===== src/rtl/core/csf_pkg.sv =====
// Shared types and constants for the camera scroll follower.
`default_nettype none

package csf_pkg;

  // Default geometry
  localparam int unsigned POS_BITS_DEF  = 24;
  localparam int unsigned FRAC_BITS_DEF = 8;

  // Configuration port
  localparam int unsigned CFG_AW = 5;
  localparam int unsigned CFG_DW = 32;
  localparam int unsigned STEP_W = 16;
  localparam int unsigned VIEW_W = 16;

  // Register reset values
  localparam logic [STEP_W-1:0] ACCEL_RST       = 16'd256;
  localparam logic [STEP_W-1:0] DECEL_RST       = 16'd256;
  localparam int unsigned       SPEED_LIMIT_RST = 2560;
  localparam logic [VIEW_W-1:0] VIEW_WIDTH_RST  = 16'd640;
  localparam logic [VIEW_W-1:0] VIEW_HEIGHT_RST = 16'd480;

  // Side-band widths
  localparam int unsigned ACT_W  = 2;
  localparam int unsigned MOVE_W = 2;
  localparam int unsigned USER_W = ACT_W + 1;

  typedef enum logic [ACT_W-1:0] {
    ACT_TICK = 2'd0,
    ACT_SNAP = 2'd1,
    ACT_LOAD = 2'd2
  } action_e;

  typedef enum logic [2:0] {
    REG_ACCEL       = 3'd0,
    REG_DECEL       = 3'd1,
    REG_SPEED_LIMIT = 3'd2,
    REG_VIEW_WIDTH  = 3'd3,
    REG_VIEW_HEIGHT = 3'd4
  } cfg_reg_e;

endpackage

`default_nettype wire


===== src/rtl/core/camera_scroll_follower.sv =====
// Camera scroll follower: viewport pos and velocity, one word per unstalled cycle.
`default_nettype none

// Keeps a viewport corner (whole pixels) and a per-axis velocity (FRAC_BITS
// fractional bits) and updates them for every input word. tuser carries the
// action: a tick moves the view, following the target (velocity = a quarter
// of the offset from the centred position, nothing below one pixel) or under
// manual push (accelerate, brake on reversal, coast to rest, limit to
// speed_limit), then steps by the velocity truncated towards zero and clamps
// to the world bounds; snap centres the view on the target; load sets the
// corner and stops the camera; action code 3 leaves everything alone. Each
// accepted word gives exactly one result word carrying the new corner, the
// corner before the last tick and the velocity. Throughput is one word per
// clock: the whole update is a single combinational pass from the state
// registers, which double as the output register; the result is registered
// on acceptance, and a new word is taken in the same cycle as the previous
// result is taken. s_axis_tready only drops while a result is held back by
// m_axis_tready. Write registers over the APB port only while the block is
// idle (unenforced); all arithmetic saturates to the signed POS_BITS range.
module camera_scroll_follower
  import csf_pkg::*;
#(
  parameter int unsigned POS_BITS  = POS_BITS_DEF,
  parameter int unsigned FRAC_BITS = FRAC_BITS_DEF,
  localparam int unsigned IN_W  = ((2 * MOVE_W + 6 * POS_BITS + 7) / 8) * 8,
  localparam int unsigned OUT_W = ((6 * POS_BITS + 7) / 8) * 8
) (
  input  wire logic              clk_i,
  input  wire logic              rst_ni,

  // Input words
  input  wire logic              s_axis_tvalid,
  output logic                   s_axis_tready,
  // move_x, move_y, target_x, target_y, bound_left, bound_right,
  // bound_bottom, bound_top (zero padded)
  input  wire logic [IN_W-1:0]   s_axis_tdata,
  // action, follow_target
  input  wire logic [USER_W-1:0] s_axis_tuser,

  // Result words
  output logic                   m_axis_tvalid,
  input  wire logic              m_axis_tready,
  // pos_x, pos_y, prev_x, prev_y, vel_x, vel_y (zero padded)
  output logic [OUT_W-1:0]       m_axis_tdata,

  // Configuration
  input  wire logic              psel,
  input  wire logic              penable,
  input  wire logic              pwrite,
  input  wire logic [CFG_AW-1:0] paddr,
  input  wire logic [CFG_DW-1:0] pwdata,
  output logic [CFG_DW-1:0]      prdata,
  output logic                   pready
);

  // Internal width: room for offsets, shifted offsets and added steps
  localparam int unsigned XW = POS_BITS + FRAC_BITS + 20;
  localparam int unsigned LIM_W = POS_BITS - 1;

  typedef logic signed [XW-1:0]       xw_t;
  typedef logic signed [POS_BITS-1:0] pos_t;

  localparam xw_t X_HI = xw_t'({1'b0, {LIM_W{1'b1}}});
  localparam xw_t X_LO = -X_HI - xw_t'(1);
  localparam xw_t X_FOUR = xw_t'(4);

  // Field offsets in s_axis_tdata
  localparam int unsigned OFS_MY = MOVE_W;
  localparam int unsigned OFS_TX = 2 * MOVE_W;
  localparam int unsigned OFS_TY = OFS_TX + POS_BITS;
  localparam int unsigned OFS_BL = OFS_TY + POS_BITS;
  localparam int unsigned OFS_BR = OFS_BL + POS_BITS;
  localparam int unsigned OFS_BB = OFS_BR + POS_BITS;
  localparam int unsigned OFS_BT = OFS_BB + POS_BITS;

  // ---------------------------------------------------------------------------
  // Arithmetic helpers
  // ---------------------------------------------------------------------------
  function automatic pos_t sat_p(xw_t v);
    pos_t r;
    if (v > X_HI) begin
      r = X_HI[POS_BITS-1:0];
    end else if (v < X_LO) begin
      r = X_LO[POS_BITS-1:0];
    end else begin
      r = v[POS_BITS-1:0];
    end
    return r;
  endfunction

  function automatic xw_t half_of(logic [VIEW_W-1:0] view);
    return xw_t'({1'b0, view[VIEW_W-1:1]});
  endfunction

  function automatic pos_t follow_vel(pos_t tgt, logic [VIEW_W-1:0] view, pos_t cam);
    xw_t  off;
    pos_t r;
    off = xw_t'(tgt) - half_of(view) - xw_t'(cam);
    // offset under four pixels (sub-pixel velocity): hold still
    if (off > -X_FOUR && off < X_FOUR) begin
      r = '0;
    end else begin
      r = sat_p(off <<< (FRAC_BITS - 2));
    end
    return r;
  endfunction

  function automatic pos_t manual_vel(pos_t vel, logic [MOVE_W-1:0] mv,
                                      logic [STEP_W-1:0] acc,
                                      logic [STEP_W-1:0] dec,
                                      logic [LIM_W-1:0] lim);
    xw_t v;
    xw_t a;
    xw_t d;
    xw_t l;
    v = xw_t'(vel);
    a = xw_t'({1'b0, acc});
    d = xw_t'({1'b0, dec});
    l = xw_t'({1'b0, lim});
    if (mv == '0) begin
      // coast towards rest, no limit applied
      if (v < 0) begin
        v = v + d;
        if (v > 0) v = '0;
      end else if (v > 0) begin
        v = v - d;
        if (v < 0) v = '0;
      end
    end else begin
      if (mv[MOVE_W-1]) begin
        v = (v > 0) ? v - d : v - a;
      end else begin
        v = (v < 0) ? v + d : v + a;
      end
      if (v < -l) begin
        v = -l;
      end else if (v > l) begin
        v = l;
      end
    end
    return sat_p(v);
  endfunction

  // Truncate towards zero to whole pixels
  function automatic xw_t whole_px(pos_t vel);
    xw_t v;
    xw_t r;
    v = xw_t'(vel);
    if (v >= 0) begin
      r = v >>> FRAC_BITS;
    end else begin
      r = -((-v) >>> FRAC_BITS);
    end
    return r;
  endfunction

  // x: lower bound first, upper bound wins
  function automatic pos_t step_x(pos_t cam, pos_t vel, pos_t lo, pos_t hi_edge,
                                  logic [VIEW_W-1:0] view);
    xw_t n;
    xw_t hi;
    n  = xw_t'(cam) + whole_px(vel);
    hi = xw_t'(hi_edge) - xw_t'({1'b0, view});
    if (n < xw_t'(lo)) n = xw_t'(lo);
    if (n > hi) n = hi;
    return sat_p(n);
  endfunction

  // y: upper bound first, lower bound wins
  function automatic pos_t step_y(pos_t cam, pos_t vel, pos_t lo, pos_t hi_edge,
                                  logic [VIEW_W-1:0] view);
    xw_t n;
    xw_t hi;
    n  = xw_t'(cam) + whole_px(vel);
    hi = xw_t'(hi_edge) - xw_t'({1'b0, view});
    if (n > hi) n = hi;
    if (n < xw_t'(lo)) n = xw_t'(lo);
    return sat_p(n);
  endfunction

  // ---------------------------------------------------------------------------
  // Configuration registers
  // ---------------------------------------------------------------------------
  logic [STEP_W-1:0] accel_q;
  logic [STEP_W-1:0] decel_q;
  logic [LIM_W-1:0]  speed_limit_q;
  logic [VIEW_W-1:0] view_width_q;
  logic [VIEW_W-1:0] view_height_q;
  logic              cfg_wr;
  cfg_reg_e          cfg_sel;

  assign pready  = 1'b1;
  assign cfg_wr  = psel & penable & pwrite & pready;
  assign cfg_sel = cfg_reg_e'(paddr[CFG_AW-1:2]);

  always_ff @(posedge clk_i or negedge rst_ni) begin
    if (!rst_ni) begin
      accel_q       <= ACCEL_RST;
      decel_q       <= DECEL_RST;
      speed_limit_q <= LIM_W'(SPEED_LIMIT_RST);
      view_width_q  <= VIEW_WIDTH_RST;
      view_height_q <= VIEW_HEIGHT_RST;
    end else if (cfg_wr) begin
      case (cfg_sel)
        REG_ACCEL:       accel_q       <= pwdata[STEP_W-1:0];
        REG_DECEL:       decel_q       <= pwdata[STEP_W-1:0];
        REG_SPEED_LIMIT: speed_limit_q <= pwdata[LIM_W-1:0];
        REG_VIEW_WIDTH:  view_width_q  <= pwdata[VIEW_W-1:0];
        REG_VIEW_HEIGHT: view_height_q <= pwdata[VIEW_W-1:0];
        default: ;
      endcase
    end
  end

  always_comb begin
    case (cfg_sel)
      REG_ACCEL:       prdata = CFG_DW'(accel_q);
      REG_DECEL:       prdata = CFG_DW'(decel_q);
      REG_SPEED_LIMIT: prdata = CFG_DW'(speed_limit_q);
      REG_VIEW_WIDTH:  prdata = CFG_DW'(view_width_q);
      REG_VIEW_HEIGHT: prdata = CFG_DW'(view_height_q);
      default:         prdata = '0;
    endcase
  end

  // ---------------------------------------------------------------------------
  // Input word fields
  // ---------------------------------------------------------------------------
  action_e           in_act;
  logic              in_follow;
  logic [MOVE_W-1:0] in_mx;
  logic [MOVE_W-1:0] in_my;
  pos_t              in_tx;
  pos_t              in_ty;
  pos_t              in_bl;
  pos_t              in_br;
  pos_t              in_bb;
  pos_t              in_bt;

  assign in_act    = action_e'(s_axis_tuser[ACT_W-1:0]);
  assign in_follow = s_axis_tuser[ACT_W];
  assign in_mx     = s_axis_tdata[MOVE_W-1:0];
  assign in_my     = s_axis_tdata[OFS_MY +: MOVE_W];
  assign in_tx     = s_axis_tdata[OFS_TX +: POS_BITS];
  assign in_ty     = s_axis_tdata[OFS_TY +: POS_BITS];
  assign in_bl     = s_axis_tdata[OFS_BL +: POS_BITS];
  assign in_br     = s_axis_tdata[OFS_BR +: POS_BITS];
  assign in_bb     = s_axis_tdata[OFS_BB +: POS_BITS];
  assign in_bt     = s_axis_tdata[OFS_BT +: POS_BITS];

  // ---------------------------------------------------------------------------
  // State update: the state registers are also the result register
  // ---------------------------------------------------------------------------
  pos_t cam_x_q,  cam_x_d;
  pos_t cam_y_q,  cam_y_d;
  pos_t last_x_q, last_x_d;
  pos_t last_y_q, last_y_d;
  pos_t vel_x_q,  vel_x_d;
  pos_t vel_y_q,  vel_y_d;
  logic out_valid_q;
  logic in_acc;

  always_comb begin
    cam_x_d  = cam_x_q;
    cam_y_d  = cam_y_q;
    last_x_d = last_x_q;
    last_y_d = last_y_q;
    vel_x_d  = vel_x_q;
    vel_y_d  = vel_y_q;
    case (in_act)
      ACT_TICK: begin
        if (in_follow) begin
          vel_x_d = follow_vel(in_tx, view_width_q, cam_x_q);
          vel_y_d = follow_vel(in_ty, view_height_q, cam_y_q);
        end else begin
          vel_x_d = manual_vel(vel_x_q, in_mx, accel_q, decel_q, speed_limit_q);
          vel_y_d = manual_vel(vel_y_q, in_my, accel_q, decel_q, speed_limit_q);
        end
        last_x_d = cam_x_q;
        last_y_d = cam_y_q;
        cam_x_d  = step_x(cam_x_q, vel_x_d, in_bl, in_br, view_width_q);
        cam_y_d  = step_y(cam_y_q, vel_y_d, in_bb, in_bt, view_height_q);
      end
      ACT_SNAP: begin
        cam_x_d = sat_p(xw_t'(in_tx) - half_of(view_width_q));
        cam_y_d = sat_p(xw_t'(in_ty) - half_of(view_height_q));
      end
      ACT_LOAD: begin
        cam_x_d = in_tx;
        cam_y_d = in_ty;
        vel_x_d = '0;
        vel_y_d = '0;
      end
      default: ; // unused code: report state unchanged
    endcase
  end

  // Take a word whenever the held result is gone or leaves this cycle
  assign s_axis_tready = !out_valid_q || m_axis_tready;
  assign in_acc        = s_axis_tvalid && s_axis_tready;

  always_ff @(posedge clk_i or negedge rst_ni) begin
    if (!rst_ni) begin
      cam_x_q     <= '0;
      cam_y_q     <= '0;
      last_x_q    <= '0;
      last_y_q    <= '0;
      vel_x_q     <= '0;
      vel_y_q     <= '0;
      out_valid_q <= 1'b0;
    end else begin
      if (in_acc) begin
        cam_x_q  <= cam_x_d;
        cam_y_q  <= cam_y_d;
        last_x_q <= last_x_d;
        last_y_q <= last_y_d;
        vel_x_q  <= vel_x_d;
        vel_y_q  <= vel_y_d;
      end
      if (in_acc) begin
        out_valid_q <= 1'b1;
      end else if (m_axis_tready) begin
        out_valid_q <= 1'b0;
      end
    end
  end

  assign m_axis_tvalid = out_valid_q;
  assign m_axis_tdata  = OUT_W'({vel_y_q, vel_x_q, last_y_q, last_x_q, cam_y_q, cam_x_q});

  // ---------------------------------------------------------------------------
  // Checks
  // ---------------------------------------------------------------------------
`ifndef ASSERT_OFF
  // A held result must never be overwritten
  a_no_overrun: assert property (@(posedge clk_i) disable iff (!rst_ni)
    m_axis_tvalid && !m_axis_tready |-> !s_axis_tready)
    else $error("input taken while result stalled");

  // Load stops the camera
  a_load_stops: assert property (@(posedge clk_i) disable iff (!rst_ni)
    in_acc && in_act == ACT_LOAD |=> vel_x_q == '0 && vel_y_q == '0)
    else $error("velocity not cleared by load");

  // A tick records the corner it started from
  a_tick_prev: assert property (@(posedge clk_i) disable iff (!rst_ni)
    in_acc && in_act == ACT_TICK
    |=> last_x_q == $past(cam_x_q) && last_y_q == $past(cam_y_q))
    else $error("previous corner not recorded");

  // Manual push keeps x speed within the limit
  a_manual_limit: assert property (@(posedge clk_i) disable iff (!rst_ni)
    in_acc && in_act == ACT_TICK && !in_follow && in_mx != '0
    |=> vel_x_q <= $signed({1'b0, $past(speed_limit_q)})
        && vel_x_q >= -$signed({1'b0, $past(speed_limit_q)}))
    else $error("manual velocity beyond limit");
`endif

endmodule

`default_nettype wire

===== config.mk =====
export PLATFORM = sky130hd
export DESIGN_NAME = camera_scroll_follower
export DESIGN_NICKNAME = d
export VERILOG_FILES = /design/src/rtl/core/csf_pkg.sv /design/src/rtl/core/camera_scroll_follower.sv
export SDC_FILE = /design/constraint.sdc
export NUM_CORES = 2
export LEC_CHECK = 0
export BUFFER_PORTS_ARGS = -buffer_cell sky130_fd_sc_hd__buf_2
export CORE_MARGIN = 1
export CORE_UTILIZATION = 60
export DETAILED_ROUTE_END_ITERATION = 10
export GPL_TIMING_DRIVEN = 0
export MAX_ROUTING_LAYER = met4
export PLACE_DENSITY = 0.79
export RECOVER_POWER = 100
export SLEW_MARGIN = 25
export SYNTH_ARGS = -nofsm -noshare
export SYNTH_HDL_FRONTEND = slang
export SYNTH_SLANG_ARGS = --single-unit

===== constraint.sdc =====
create_clock -name clk_i -period 58.5 [get_ports clk_i]
set_clock_uncertainty 0.05 [all_clocks]
set_input_delay 5.85 -clock clk_i [delete_from_list [all_inputs] [get_ports clk_i]]
set_output_delay 5.85 -clock clk_i [all_outputs]
set_load 0.1 [all_outputs]

==> metrics.log <==
[metrics] family with the most delay on the worst path: compound AO/OA/AOI/OAI gates
[metrics] class of the tightest hold or removal check: flip-flop to flip-flop
[metrics] I/O pin count: about 380
[metrics] largest net degree at the start of global routing: 88
[metrics] Crit path required time: 58.92 ns
[metrics] cell mode on critical path: clkbuf_1
[metrics] Hold-fix buffers, CTS: 0
[metrics] final total negative setup slack: 0 ns
[metrics] largest stage delay on the critical path: 0.99 ns
[metrics] Iteration-0 DRC Markers: about 8900
[metrics] max-cap violations: 6
[metrics] mean number of vias per cell: between 7 and 8
[metrics] growth of design area from synthesis to finish: 8.437%
[metrics] Netlist cell types: roughly 130
[metrics] run status: finished, violations left
[metrics] initial cell density of the core: 60.81%
[metrics] post-CTS repair timing setup buffer count: 0
[metrics] share of cells above drive strength 1: just over 7%
[metrics] endpoint arrival time on the critical path: 31.46 ns
[metrics] area share of the leading cell type in the synthesized netlist: 17.91%
[metrics] later-pin clock latency in the skew report: 0.64 ns
[metrics] portion of the post-synthesis area used by sequential elements: 12.07%
[metrics] per-instance average area after synthesis: approximately 7.3 sq um
[metrics] violations in the final reports: max-capacitance violations, max-slew violations
[metrics] clock sink count: 232
[metrics] Hold EP: last_x_q[20]$_DFFE_PN0P_
[metrics] post-synthesis cell area: 48200 sq um
[metrics] RSZ-0062 raised after global routing: false
[metrics] crit path launch type: primary input
[metrics] met3 WL post-DR: roughly 35000 um
[metrics] end of the worst register-to-register path: cam_x_q[21]$_DFFE_PN0P_
[metrics] maximum clock path buffer count: 3
[metrics] sort of element at the end of the critical path: flip-flop
[metrics] largest area contributor in the synthesized netlist: ha_1
[metrics] total congestion overflow after global routing: 0
[metrics] crit path max-delay cell type: a2111oi_0
[metrics] post-detailed-placement cell area: ~51000 sq um
[metrics] final-report hold violation count: 0
[metrics] Final setup violation count: 0
[metrics] max-slew violations: 243
[metrics] number of placement rows: 103
[metrics] estimated wirelength of the detail-placed design: 180900 um
[metrics] placeable core area: between 70000 and 80000 sq um
[metrics] DIE AREA: 81470 sq um
[metrics] Bufs and invs on worst path: 12
[metrics] largest fanout on the critical path: 10
[metrics] setup slack of the most critical reg-to-reg path: 32.12 ns
[metrics] routed length on met2: 87390 um
[metrics] first-pass GRT wire length: between 300000 and 400000 um
[metrics] topmost layer with routed signal wires: met4
[metrics] Cells after Synth: 6561
[metrics] Post-synth EDFFs: 0
[metrics] CTS clk-pin slew, worst paths: 0.06 ns
[metrics] vias in the first global route: 52600
[metrics] cells on worst reg2reg path: 87
[metrics] clk root buf: clkbuf_16
[metrics] DRC violation count after routing: 0
[metrics] classification of the worst setup path: primary input to flip-flop
[metrics] Via Count: 58200
[metrics] Final ANT Viol Nets: 0
[metrics] launch instance of the worst register-to-register path: view_width_q[2]$_DFFE_PN0P_
[metrics] transition time at the pin with the least slew margin: 4.774 ns
[metrics] Synth Register Bits: 232
[metrics] Total Wirelength: 221600 um
[metrics] shortest period the worst path allows: 31.04 ns
[metrics] cts bufs inserted: 28
[metrics] Synth async-reset ratio: 100.0%
[metrics] count of input and output buffers: 348
[metrics] number of H-tree levels: 1
[metrics] average routed wire per standard cell: 27.55 um
[metrics] Resized cells post-CTS: 0
[metrics] global-route usage over all layers: between 50 and 60%
[metrics] routed length on met1: 81450 um
[metrics] vertical extent of the die: 285.4 um
[metrics] primary flip-flop cell chosen by synthesis mapping: dfrtp_1
[metrics] fraction of the cycle the final worst path needs: a little over half
[metrics] Hold Crit Depth: 2
[metrics] max frequency: 32.21 MHz
[metrics] Worst Hold Launch: last_x_q[20]$_DFFE_PN0P_
[metrics] final standard cell area without fillers: 52270 sq um
[metrics] Synth Warn #: 0
[metrics] number of iterations in the first detailed-routing pass: 10
[metrics] Worst slew margin: -218.3%
[metrics] antenna violations before repair: 16
[metrics] global placer's final weighted congestion: approximately 1.2
[metrics] clock tree from TritonCTS: done
[metrics] final-stage net count: ~7900
[metrics] leading post-synthesis cells by cell area: ha_1, dfrtp_1, o21ai_0
[metrics] chip width: 285.4 um
-- worst max path at each step --
| stage | startpoint | end | slack [ns] | cells past startpoint |
|---|---|---|---|---|
| after floorplan | s_axis_tdata[28] | cam_y_q[20]$_DFFE_PN0P_ | 34.68 | 86 |
| after global placement | s_axis_tdata[5] | cam_x_q[15]$_DFFE_PN0P_ | 29.75 | 87 |
| after detailed placement | s_axis_tdata[5] | cam_x_q[15]$_DFFE_PN0P_ | 29.48 | 87 |
| after CTS | s_axis_tdata[5] | cam_x_q[15]$_DFFE_PN0P_ | 30.05 | 87 |
| after global routing | s_axis_tdata[5] | cam_x_q[3]$_DFFE_PN0P_ | 26.44 | 87 |
| final | s_axis_tdata[5] | cam_x_q[21]$_DFFE_PN0P_ | 27.46 | 87 |
-- through the flow --
stage | hold slack, ns | util [%] | instances | setup slack (ns)
global route | 0.4619 | 65.93 | 8039 | 26.44
global placement | 0.4094 | 64.71 | 7967 | 29.75
detailed placement | 0.4167 | 64.93 | 7971 | 29.48
floorplan | 0.4468 | - | 6569 | 34.68
finish | 0.4292 | 65.95 | 8043 | 27.46
CTS | 0.4307 | 66.27 | 8021 | 30.05
-- cell usage after synthesis (19+ instances only) --
master / n
o31a_1: 26
a21oi_1: 468
nor2_1: 444
xor2_1: 100
mux2_2: 61
xnor2_1: 241
o21bai_1: 52
o311ai_0: 19
inv_1: 399
a22o_1: 39
a221oi_1: 43
buf_1: 27
or4_1: 29
a41oi_1: 64
a211o_1: 35
nand3_1: 163
o32ai_1: 19
clkbuf_1: 233
or3_1: 59
mux2i_1: 46
a211oi_1: 91
nand2_1: 609
a31oi_1: 88
a22oi_1: 56
nor2b_1: 98
a21o_1: 205
nand2b_1: 102
and3_1: 52
o31ai_1: 53
ha_1: 690
a2111oi_0: 35
dfrtp_1: 222
nand4_1: 109
o22ai_1: 51
or2_2: 45
o21ai_0: 508
nor4_1: 77
nor3_1: 171
buf_2: 41
a21boi_0: 27
o2111ai_1: 24
nor3b_1: 22
o21a_1: 95
and2_1: 60
o211ai_1: 63
-- layout make-up --
type	instances	area [sq um]
well taps	1050	1314
diodes	20	50.05
clock inverters	17	321.6
repair buffers	354	1598
clock buffers	33	739.5
plain buffers	323	1360
fillers	7210	26990
multi-input cells	5607	39540
flip-flops and latches	232	5818
inverters	407	1528
-- registers in the layout, summed over array words and instances, names as in the netlist, 16 cells and up --
signal         flops
accel_q           16
vel_y_q           24
decel_q           16
last_x_q          24
last_y_q          24
view_height_q     16
cam_x_q           24
view_width_q      16
cam_y_q           24
speed_limit_q     23
vel_x_q           24
-- kinds of logic (layout without fill, tap and decap cells) --
kind of cell               Yosys count  count (layout)  share of synthesized area [%]
xor gates and xnor gates           342             342                          6.230
DFF                                232             232                          12.07
AOI/OAI and AO/OA                 2293            2293                          32.24
and+or+nand+nor                   2147            2147                          22.40
muxes                              108             108                          2.427
other                                2              30                        0.01558
adders and majority gates          707             707                          18.60
buffers and inverters              730            1134                          6.020
-- placed cells by master, fill, tap and decap left out, types with 46 or more instances in the layout --
master    instances
a211oi_1         89
and2_1           56
nor4_1           73
o22ai_1          51
dfrtp_1         222
nand4_1         109
o211ai_1         66
inv_1           397
o21ai_0         510
mux2i_1          46
o31ai_1          53
a22oi_1          56
nand2b_1        102
nand2_1         609
xnor2_1         241
clkbuf_1        425
a41oi_1          64
nor3_1          171
a21o_1          205
and3_1           52
buf_2           213
ha_1            690
o21a_1           95
nor2_1          443
xor2_1          101
a31oi_1          88
nor2b_1          98
mux2_2           59
nand3_1         164
o21bai_1         52
a21oi_1         468
or3_1            59
-- worst min-delay path, stage by stage, from the launching register on --
cell and delay (ns):
dfrtp_1 0.34, nand2_1 0.04, o21ai_0 0.06
-- routing by layer --
metal  vias up  GRT usage [%]
met2      4657          73.70
met5         -              -
li1      25430              -
met3      1131          19.11
met4         0          34.56
met1     26990          65.10
Power is left out: the tool's default activity adds up to more than one toggle a clock period on the data nets, which glitch-free logic cannot reach.
